$ cat config.mk
export PLATFORM = sky130hd
export DESIGN_NAME = smc_regfile
export DESIGN_NICKNAME = d
export VERILOG_FILES = /design/src/hdl/smc_regfile.sv
export SDC_FILE = /design/constraint.sdc
export NUM_CORES = 2
export LEC_CHECK = 0
export BUFFER_PORTS_ARGS = -buffer_cell sky130_fd_sc_hd__buf_2
export CAP_MARGIN = 20
export CORE_ASPECT_RATIO = 0.8
export CORE_MARGIN = 10
export CORE_UTILIZATION = 44
export CTS_CLUSTER_DIAMETER = 100
export DETAILED_ROUTE_END_ITERATION = 10
export PLACE_DENSITY = 0.7
export SYNTH_ARGS = -nofsm -noshare
export SYNTH_HDL_FRONTEND = slang
export SYNTH_SLANG_ARGS = --single-unit
$ cat constraint.sdc
create_clock -name clk -period 2.73 [get_ports clk]
set_clock_uncertainty 0.2 [all_clocks]
set_input_delay 0.1365 -clock clk [delete_from_list [all_inputs] [get_ports clk]]
set_output_delay 0.1365 -clock clk [all_outputs]
set_load 0.1 [all_outputs]
$ cat src/hdl/smc_regfile.sv
// 32 x 32 register file: one write port, two registered read ports.
// Per-entry valid bits give the zero reset value. Depends on nothing.
module smc_regfile (
	input  logic        clk,
	input  logic        arst_n,
	input  logic        rd_en,
	input  logic [4:0]  rs_addr,
	input  logic [4:0]  rt_addr,
	input  logic        we,
	input  logic [4:0]  waddr,
	input  logic [31:0] wdata,
	output logic [31:0] rs_data,
	output logic [31:0] rt_data
);

	logic [31:0] rf_mem [32];
	logic [31:0] vld_q;
	logic [31:0] rs_data_q;
	logic [31:0] rt_data_q;

	always_ff @(posedge clk or negedge arst_n) begin
		if (!arst_n) begin
			vld_q <= '0;
		end else if (we) begin
			vld_q[waddr] <= 1'b1;
		end
	end

	always_ff @(posedge clk) begin
		if (we) begin
			rf_mem[waddr] <= wdata;
		end
	end

	// write-through so a read in the same cycle as a write sees the new word
	always_ff @(posedge clk) begin
		if (rd_en) begin
			if (we && waddr == rs_addr)
				rs_data_q <= wdata;
			else
				rs_data_q <= vld_q[rs_addr] ? rf_mem[rs_addr] : '0;
			if (we && waddr == rt_addr)
				rt_data_q <= wdata;
			else
				rt_data_q <= vld_q[rt_addr] ? rf_mem[rt_addr] : '0;
		end
	end

	assign rs_data = rs_data_q;
	assign rt_data = rt_data_q;

endmodule

==> impl_metrics.ini <==
[synth]
syn_area_mm2 = 0.0510
synth_top_area_frac = 0.641
syn_area_per_cell_um2 = 20.4
ys.flop_type = edfxtp_1
synth_edf_count = 1088
yosysSeqAreaShare = 0.657
ys_ff_latch = 1120
synthArstFlopShare = 0.0286
ys_warn_count = 0
ys_types = 42
synth_fp_nets = 2551
yosysTopAreaCell = edfxtp_1
synth.area.top_cells = edfxtp_1, mux4_2, mux2i_1
synthCells = 2500

[timing]
setup_viol = 0
timing.final.ws_setup_ns = 0.0458
hold_viol = 0
drv_slew = 0
slew_headroom = 0.349
period_share = 0.983
tightest_slew_ns = 0.972
max_freq_mhz = 373
fin_crit_ns = 2.68

[job]
max_cap_viol_count = 0

[global_route]
antenna_found_initial = 5
grt_pass1_vias = 30311
gr-usage-all-layers = 0.238
grt_remaining_overflow = 0
grt_pass1_wl_um = 225000
grt_max_degree = 64

[final_layout]
stdcell_count = 4339
n_fill_cell = 8892
final_cell_mix = edfxtp_1, mux4_2, clkbuf_16, buf_2, a22oi_1
multi_input_area_mm2 = 0.0168
syn_to_final_growth_pct = 15.5
layout_commonest_cell = edfxtp_1
final_layout_size_suffix_gt1_frac = 0.381
regArea_mm2 = 0.0335
final_nets = 2776

[clock_network]
path_clk_slew_ns = 0.06
htree_levels = 3
cts_buffers = 104
clock_latency_ns = 0.72
cts_tree = done
clock_sinks = 1120
cts-root-buf = clkbuf_16
clock_path_buffers = 3
cts.repair.resized = 0

[floorplanning]
die_h_um = 324
fp.dieW_um = 401
start_util = 0.444
placement_rows = 111
core_area_mm2 = 0.115
ioPinCount = 115
die_area_mm2 = 0.130

[power_and_ir_drop]
p_sw_frac = 0.245
switching_power_w = 0.00944
power.leakage_nw = 18.8
p_clk_frac = 0.378
power_frac_seq = 0.508
total_power_w = 0.0385
p_int_w = 0.0290
p_per_area_mw_per_mm2 = 653
power_frac_comb = 0.114
peakVddDrop_v = 0.000736

[setup_path]
end_kind = flop
cp-start-kind = flop
path_max_fanout = 21
cp.required_ns = 2.98
criticalPathCategory = reg2reg
cp.arrival_ns = 2.94

[placed_design]
placed_cells = 4097
dp_hpwl_um = 86300
gp_congestion = 0.837
pre_cts_ws_ns = -0.0143
io_buffers = 114

[route]
drtIter0Drc = 4490
dr.pass1.iters = 6
ant_nets = 0
vias = 29777
routedWlPerCell_um = 36.3
vias_per_cell = 6.86
drt_wl_total_um = 158000
drc = 0

[worst_hold_path]
min_path_type = in2reg

[outcome]
status = completed
## worst paths after layout
path / startpoint / end / slack (ns) / depth (start not counted)
max: vld_q[30] / rs_data[20] / 0.05 / 6
min: waddr[1] / rf_mem[1][3] / 0.07 / 4
max reg2reg: vld_q[30] / rs_data[20] / 0.05 / 6
min reg2reg: vld_q[11] / vld_q[11] / 0.29 / 1
max in group asynchronous: arst_n / vld_q[0] / 1.71 / 4
min in group asynchronous: arst_n / vld_q[9] / 0.42 / 4
## metrics by stage
stage          area (um2)  setup TNS [ns]  utilization  hold WS, ns
6_report            58900               0        0.513       0.0669
5_1_grt             58900        -0.00517        0.513       0.0814
4_1_cts             58900               0        0.512       0.0204
3_5_place_dp        55100         -0.0190        0.479       0.0578
3_3_place_gp        55100               0        0.479       0.0250
2_1_floorplan       51000          -69.25            -       -0.359
## synthesized netlist by cell type (2+ instances only)
cell          n
dfrtp_1      32
or3b_2        4
and2_1        2
nor3_1       11
edfxtp_1   1088
xor2_1        8
a221oi_1     22
xnor2_1       2
a22o_1        8
inv_1         5
o21a_1       12
buf_2        62
o32a_1        7
nand2b_1     12
nand2_1      60
mux4_2      546
a32o_1       27
nor4_1        2
o21ai_0      32
o32ai_1       5
nand3b_1      6
a2bb2oi_1     2
buf_6         7
clkbuf_1    111
mux2i_1      93
a21oi_1      41
o2111ai_1     2
a22oi_1     101
nand3_1      58
buf_1        16
and3_1        2
buf_4         9
or2_2        44
o31ai_1      11
nor2_1       39
nor2b_1       5
## repair_timing
action / CTS / global route
setup endpoints to repair: 0 / 21
hold buffers: 43 / 0
hold endpoints to repair: 1150 / 0
buffers inserted: 0 / 2
## worst max-delay path: stages (launching register included)
cell       delay (ns)
dfrtp_1          0.39
mux4_2           0.46
or3b_2           0.47
o2111ai_1        0.20
a21oi_4          0.17
buf_12           0.25
a32o_1           0.25
## registers in the layout (all words and copies together), names as in the netlist
signal   count
rf_mem    1024
rs_data     32
rt_data     32
vld_q       32
## logic make-up (layout without fill, tap and decap cells)
logic type | count (synthesis) | after routing | share of synthesized area
compound gates | 273 | 273 | 0.0393
simple gates | 247 | 247 | 0.0241
buf+inv | 210 | 523 | 0.0187
mux | 640 | 640 | 0.260
other cells | 0 | 1 | 0
flops | 1120 | 1120 | 0.657
xor+xnor | 10 | 10 | 0.00172
## power groups by stage
| stage | logic [W] | registers [W] | clock network, W |
|---|---|---|---|
| 6_report | 0.00437 | 0.0195 | 0.0146 |
| 5_1_grt | 0.00457 | 0.0196 | 0.0155 |
| 4_1_cts | 0.00435 | 0.0195 | 0.0147 |
| 3_5_place_dp | 0.00427 | 0.0199 | 0 |
| 3_3_place_gp | 0.00421 | 0.0199 | 0 |
| 2_1_floorplan | 0.00210 | 0.0205 | 0 |
## final cells by class
| class | instances | share of cell area |
|---|---|---|
| Timing Repair Buffer | 324 | 0.0559 |
| Antenna cell | 1 | 0.0000425 |
| Multi-Input combinational cell | 1170 | 0.286 |
| Tap cell | 1525 | 0.0324 |
| Clock buffer | 130 | 0.0469 |
| Inverter | 5 | 0.000340 |
| Sequential cell | 1120 | 0.568 |
| Clock inverter | 64 | 0.0102 |
## metal layers
layer,wire (um),vias to the layer above,GRT usage
met5,29,-,0
met2,74800,2238,0.374
met3,19500,341,0.0652
li1,-,11357,-
met1,58100,15837,0.323
met4,5190,4,0.0719
(Power assumes the default switching activity.)
