## src/hdl/smc_pkg.sv

```systemverilog
// Shared types and constants for the single-cycle MIPS subset core.
// No dependencies; used by smc_exec, the top level, the checker and the bench.
package smc_pkg;

	localparam int unsigned MEM_WORDS_DEF = 1024;

	localparam logic [5:0] OP_RTYPE = 6'h00;
	localparam logic [5:0] OP_BEQ   = 6'h04;
	localparam logic [5:0] OP_LW    = 6'h23;
	localparam logic [5:0] OP_SW    = 6'h2b;

	localparam logic [5:0] FN_ADD  = 6'h20;
	localparam logic [5:0] FN_ADDU = 6'h21;
	localparam logic [5:0] FN_SUB  = 6'h22;
	localparam logic [5:0] FN_SUBU = 6'h23;
	localparam logic [5:0] FN_AND  = 6'h24;
	localparam logic [5:0] FN_OR   = 6'h25;
	localparam logic [5:0] FN_NOR  = 6'h27;
	localparam logic [5:0] FN_SLT  = 6'h2a;

	typedef enum logic [1:0] {
		ST_OK        = 2'd0,
		ST_BAD_OP    = 2'd1,
		ST_BAD_FUNCT = 2'd2,
		ST_BAD_ADDR  = 2'd3
	} status_t;

	// Decode/execute result handed from the execute stage to the result stage.
	typedef struct packed {
		logic [31:0] next_pc;
		logic        reg_wr;
		logic [4:0]  dest_idx;
		logic [31:0] alu;
		logic        load;
		logic        store;
		logic [31:0] store_data;
		logic        taken;
		status_t     status;
	} exec_res_t;

endpackage

```

## src/hdl/smc_exec.sv

```systemverilog
// Decode and execute: ALU, address generation and range check, branch target.
// Uses smc_pkg (opcodes, functs, status codes, exec_res_t).
module smc_exec #(
	parameter int unsigned MEM_WORDS = 1024
) (
	input  logic [31:0]                  insn,
	input  logic [31:0]                  rs_val,
	input  logic [31:0]                  rt_val,
	input  logic [31:0]                  pc,
	output smc_pkg::exec_res_t           res,
	output logic [$clog2(MEM_WORDS)-1:0] mem_idx
);

	localparam int unsigned AW = $clog2(MEM_WORDS);
	localparam logic [32:0] ByteLimit = 33'(MEM_WORDS) << 2;

	logic [5:0]  opcode;
	logic [5:0]  funct;
	logic [4:0]  rt;
	logic [4:0]  rd;
	logic [31:0] simm;
	logic [31:0] addr;
	logic [31:0] pc4;
	logic        in_range;

	assign opcode   = insn[31:26];
	assign rt       = insn[20:16];
	assign rd       = insn[15:11];
	assign funct    = insn[5:0];
	assign simm     = {{16{insn[15]}}, insn[15:0]};
	assign addr     = rs_val + simm;
	assign pc4      = pc + 32'd4;
	assign in_range = {1'b0, addr} < ByteLimit;
	assign mem_idx  = addr[AW+1:2];

	always_comb begin
		logic        ok;
		logic [31:0] r;
		res        = '0;
		res.next_pc = pc4;
		res.status = smc_pkg::ST_OK;
		ok         = 1'b1;
		r          = '0;
		unique case (opcode) inside
			smc_pkg::OP_RTYPE: begin
				unique case (funct) inside
					smc_pkg::FN_ADD, smc_pkg::FN_ADDU: r = rs_val + rt_val;
					smc_pkg::FN_SUB, smc_pkg::FN_SUBU: r = rs_val - rt_val;
					smc_pkg::FN_AND: r = rs_val & rt_val;
					smc_pkg::FN_OR:  r = rs_val | rt_val;
					smc_pkg::FN_NOR: r = ~(rs_val | rt_val);
					smc_pkg::FN_SLT: r = {31'b0, $signed(rs_val) < $signed(rt_val)};
					default:         ok = 1'b0;
				endcase
				if (ok) begin
					res.alu = r;
					if (rd != 5'd0) begin
						res.reg_wr   = 1'b1;
						res.dest_idx = rd;
					end
				end else begin
					res.status = smc_pkg::ST_BAD_FUNCT;
				end
			end
			smc_pkg::OP_LW, smc_pkg::OP_SW: begin
				res.alu = addr;
				if (!in_range) begin
					res.status = smc_pkg::ST_BAD_ADDR;
				end else if (opcode == smc_pkg::OP_LW) begin
					if (rt != 5'd0) begin
						res.reg_wr   = 1'b1;
						res.dest_idx = rt;
						res.load     = 1'b1;
					end
				end else begin
					res.store      = 1'b1;
					res.store_data = rt_val;
				end
			end
			smc_pkg::OP_BEQ: begin
				res.alu = rs_val - rt_val;
				if (rs_val == rt_val) begin
					res.taken   = 1'b1;
					res.next_pc = pc4 + {simm[29:0], 2'b00};
				end
			end
			default: res.status = smc_pkg::ST_BAD_OP;
		endcase
	end

endmodule

```

## config.mk

```make
export PLATFORM = sky130hd
export DESIGN_NAME = smc_exec
export DESIGN_NICKNAME = d
export VERILOG_FILES = /design/src/hdl/smc_pkg.sv /design/src/hdl/smc_exec.sv
export SDC_FILE = /design/constraint.sdc
export NUM_CORES = 1
export LEC_CHECK = 0
export ABC_AREA = 1
export BUFFER_PORTS_ARGS = -buffer_cell sky130_fd_sc_hd__buf_2
export CAP_MARGIN = 0
export CORE_MARGIN = 10
export CORE_UTILIZATION = 64
export DETAILED_ROUTE_END_ITERATION = 6
export PLACE_DENSITY_LB_ADDON = 0.08
export SYNTH_ARGS = -nofsm -noshare
export SYNTH_HDL_FRONTEND = slang
export SYNTH_SLANG_ARGS = --single-unit
```

## constraint.sdc

```tcl
create_clock -name vclk -period 6.56
set_input_delay 1.312 -clock vclk [all_inputs]
set_output_delay 1.312 -clock vclk [all_outputs]
set_load 0.02 [all_outputs]
```

==> reports/metrics.csv, run 1 <==
metric;value;unit
synth_top_area_frac;0.2231;
via_per_inst;6.010;
setup_viol;0;
ir_drop;0.00007570;V
top_layer;met4;
instances_no_fill;2745;
worstPathMaxFanout;5;
synth_largest_area_cell;nand2_1;
drtIter0Drc;2014;
grt_pass1_vias;15310;
internal_power;0.3264;mW
cts.repair.resized;0;
placed_cells;2743;
rsz0062_at_grt;false;
fin_crit_sh;0.9409;
power_density;80.61;nW/um^2
syn_to_final_growth;11.80;%
hold_buffers;0;
pwr-share-seq;0;
syn-num-nets;2597;
final_common_cell;nand2_1;
core_area;18020;sq um
io_buffers;236;
gr-total-overflow;0;
status;finished clean;
switchingPower;0.7320;mW
detailedPlacementHpwl;41970;um
antenna_found_initial;2;
die_w;155.5;um
final_util;0.7284;
path_class;in2out;
hold_ws;2.624;ns
synth.distinct_cells;48;
grt_max_degree;36;
cp-start-kind;primary input;
max_slew_margin;0.3859;
wl_per_cell;18.13;um
register_area;0;sq um
worstMarginPinSlew;0.9201;ns
power_frac_comb;1.000;
post-route-min-period;6.172;ns
multi_input_area;10090;sq um
seq_cell_count;0;
finalHoldViolCount;0;
layout.nets;2805;
grt_pass1_wl;76930;um
clkPwrFrac;0;
place.gp.congestion;1.138;
die_area;24170;sq um
initial_core_util;0.6515;
ys_top_cells_by_area;nand2_1 (22%), ha_1 (17%), inv_1 (12%);
synth-seq-area-share;0;
crit_required;5.25;ns
p_sw_frac;0.6916;
drc;0;
final_cell_mix;nand2_1 (698), inv_1 (387), nor2_1 (264);
yosys_warnings;0;
n_clock_buffer;0;
cap_violations;0;
firstDrtPassIters;6;
io_pins;245;
synth_area_per_cell;5.088;sq um
leakagePower;7.746;nW
wl_met3;7172;um
antenna_left;0;
vias;16500;
grt_util_all_layers;0.3826;
fillers;1712;
die_y;155.5;um
postCtsSetupBuffers;0;
cp-end-kind;primary output;
min_path_type;in2out;
synthCells;2308;
routed_wl;49770;um
fp-row-count;49;
maxSlewViolCount;0;
wl_met2;21670;um
setup_tns;0;ns
drive_above_1_share;0.1229;
achievable-frequency;0.1620;GHz
crit_arrival;4.86;ns
synth_area;11740;sq um
wl_met1;18280;um
==> per-layer routing <==
| layer | global-route usage | up-vias |
|---|---|---|
| met4 | 0.1662 | 0 |
| met5 | 0 | - |
| met3 | 0.09650 | 240 |
| met1 | 0.4657 | 7224 |
| li1 | - | 7843 |
| met2 | 0.6224 | 1190 |
==> cells in the mapped netlist (5+ instances only) <==
library cell	number
nor2_1	264
o21bai_1	8
nor4_1	11
xnor2_1	9
buf_2	5
or2_2	13
inv_1	387
o21a_1	7
nand3b_1	12
xor2_1	52
a21oi_1	154
o21ai_0	129
nand2_1	698
a221oi_1	29
nand3_1	179
nand4_1	35
clkbuf_1	30
ha_1	157
o211ai_1	7
nor2_2	34
a21o_1	7
nor3_1	29
==> layout make-up <==
| cell class | instances | share of cell area |
|---|---|---|
| antenna | 2 | 0.0003812 |
| inverter | 389 | 0.1112 |
| multi-input combinational | 1875 | 0.7686 |
| tap | 229 | 0.02182 |
| timing repair buffer | 250 | 0.09796 |
==> final timing paths <==
| path | startpoint | to | slack, ns | cells after the start |
|---|---|---|---|---|
| max | pc[2] | res[100] | 0.39 | 23 |
| min | pc[0] | res[75] | 2.62 | 0 |
==> power by group through the flow <==
stage / combinational [mW] / sequential [mW] / clock [mW]
after global placement: 0.990 / 0 / 0
after global routing: 1.15 / 0 / 0.0000000204
after floorplan: 0.694 / 0 / 0
after detailed placement: 1.01 / 0 / 0
after CTS: 1.01 / 0 / 0
final: 1.06 / 0 / 0.0000000408
==> critical path: stages <==
cell,delay (ns)
buf_2,0.11
ha_1,0.20
nand2_1,0.07
nor2_1,0.13
nand2_1,0.17
nor2_1,0.26
inv_1,0.13
nor2_1,0.10
nand3_1,0.08
nor2_1,0.13
nand2_1,0.10
xor2_1,0.17
inv_1,0.08
ha_1,0.34
a21oi_1,0.22
o21ai_0,0.13
a21oi_1,0.13
nand3_1,0.19
a21o_1,0.22
or2_2,0.27
nand3_1,0.06
o21ai_0,0.09
buf_2,0.19
==> cell families (layout without fill, tap and decap cells) <==
family / count (synthesis) / count (layout) / synth area share
AO/OA/AOI/OAI: 358 / 358 / 0.1715
XOR/XNOR: 61 / 61 / 0.04549
adder cells (fa/ha/maj): 161 / 161 / 0.1741
buffers and inverters: 433 / 639 / 0.1415
other: 0 / 2 / 0
AND/OR/NAND/NOR: 1295 / 1295 / 0.4674
==> per-stage QoR <==
step                      power, mW  area, sq um  setup WS, ns
after floorplan              0.6935        11740         1.103
after global placement       0.9898        13130        0.6429
after detailed placement      1.009        13130        0.5131
after CTS                     1.015        13130        0.5006
after global routing          1.153        13130       0.07540
final                         1.058        13130        0.3878
Note: power is estimated with default switching activity, not from simulation.
==> run 2: changes to the inputs <==
- MAX_ROUTING_LAYER: not set -> met4
==> reports/metrics.csv, run 2 (same netlist as run 1, synthesis figures left out) <==
metric;value;unit;change
status;finished, violations left;;was finished clean
failed_checks;DRC;;
placed_area;13120;sq um;was 13130 sq um
instances_no_fill;2744;;was 2745
io_pins;245;;unchanged
worst-path-buf-inv;3;;was 4
final_util;0.7280;;was 0.7284
place.gp.congestion;1.199;;was 1.138
slowest_stage;nor4_1;;was ha_1
min_path_type;in2out;;unchanged
rsz0062_at_grt;false;;unchanged
ir_drop;0.00006328;V;was 0.00007570 V
finalHoldViolCount;0;;unchanged
grt_pass1_wl;75900;um;was 76930 um
grt_pass1_vias;15160;;was 15310
die_y;155.5;um;unchanged
register_area;0;sq um;unchanged
die_w;155.5;um;unchanged
drtIter0Drc;2024;;was 2014
grt_util_all_layers;0.3889;;was 0.3826
vias;16540;;was 16500
achievable-frequency;0.1642;GHz;was 0.1620 GHz
n_clock_buffer;0;;unchanged
initial_core_util;0.6515;;unchanged
antenna_found_initial;2;;unchanged
final_common_cell;nand2_1;;unchanged
total_power;1.055;mW;was 1.058 mW
postCtsSetupBuffers;0;;unchanged
max_stage_delay;0.43;ns;was 0.34 ns
multi_input_area;10090;sq um;unchanged
antenna_left;0;;unchanged
seq_cell_count;0;;unchanged
path_common_cell;o21ai_0;;was nor2_1
drive_above_1_share;0.1226;;was 0.1229
firstDrtPassIters;7;;was 6
setup_viol;0;;unchanged
crit_required;5.25;ns;about the same
gr-total-overflow;0;;unchanged
path_class;in2out;;unchanged
detailedPlacementHpwl;41670;um;was 41970 um
final_cell_mix;nand2_1 (698), inv_1 (387), nor2_1 (264);;unchanged
worstPathMaxFanout;5;;unchanged
maxSlewViolCount;0;;unchanged
max_slew_margin;0.4328;;was 0.3859
cp-end-kind;primary output;;unchanged
syn_to_final_growth;11.74;%;was 11.80%
power_density;80.37;nW/um^2;was 80.61 nW/um^2
setup_tns;0;ns;unchanged
worst_slack;0.4703;ns;was 0.3878 ns
worstMarginPinSlew;0.8499;ns;was 0.9201 ns
cp-start-kind;primary input;;unchanged
cts.repair.resized;0;;unchanged
die_area;24170;sq um;unchanged
crit_arrival;4.78;ns;was 4.86 ns
via_per_inst;6.027;;was 6.010
pre_cts_ws;0.5597;ns;was 0.5131 ns
cap_violations;0;;unchanged
hold_buffers;0;;unchanged
grt_max_degree;36;;unchanged
drc;2;;was 0
post-route-min-period;6.090;ns;was 6.172 ns
fillers;1731;;was 1712
crit_chain;buf_2 > nand2_1 > nor3_1 > nand4_1 > nor4_1 > nand3_1 > o21ai_0 > inv_1 > ha_1 > a21oi_1 > o21ai_0 > a21oi_1 > nand2_1 > a31oi_1 > xor2_1 > o21ai_0 > buf_2;;was buf_2 > ha_1 > nand2_1 > nor2_1 > nand2_1 > nor2_1 > inv_1 > nor2_1 > nand3_1 > nor2_1 > nand2_1 > xor2_1 > inv_1 > ha_1 > a21oi_1 > o21ai_0 > a21oi_1 > nand3_1 > a21o_1 > or2_2 > nand3_1 > o21ai_0 > buf_2
fin_crit_sh;0.9283;;was 0.9409
io_buffers;236;;unchanged
layout.nets;2804;;was 2805
wl_per_cell;17.95;um;was 18.13 um
final_area;13120;sq um;was 13130 sq um
routed_wl;49260;um;was 49770 um
fp-row-count;49;;unchanged
path_delay_family;compound AO/OA/AOI/OAI gates;;was simple AND/OR/NAND/NOR gates
placed_cells;2742;;was 2743
hold_ws;2.624;ns;unchanged
core_area;18020;sq um;unchanged
leakagePower;7.741;nW;was 7.746 nW
-- run 2: cell type report --
| type | count | share of cell area |
|---|---|---|
| diodes | 2 | 0.0003814 |
| multi-input cells | 1875 | 0.7691 |
| inverters | 389 | 0.1113 |
| repair buffers | 249 | 0.09744 |
| well taps | 229 | 0.02183 |
-- run 2: per-layer routing --
metal / global-route usage / part of all wire
met1: 0.4685 / 0.37
met4: 0.1818 / 0.057
met3: 0.07830 / 0.14
met5: - / 0
met2: 0.6111 / 0.44
-- run 2: worst paths after layout --
| check | cells after the start | from | slack [ns] | end |
|---|---|---|---|---|
| setup / recovery | 17 | pc[9] | 0.47 | res[105] |
| hold / removal | 0 | pc[0] | 2.62 | res[75] |
-- run 2: power by group --
| part | switching (mW) | total [mW] | internal (mW) |
|---|---|---|---|
| Combinational | 0.730 | 1.05 | 0.325 |
| Sequential | 0 | 0 | 0 |
| Clock | 0 | 0.0000000254 | 0.0000000254 |
| Total | 0.730 | 1.05 | 0.325 |
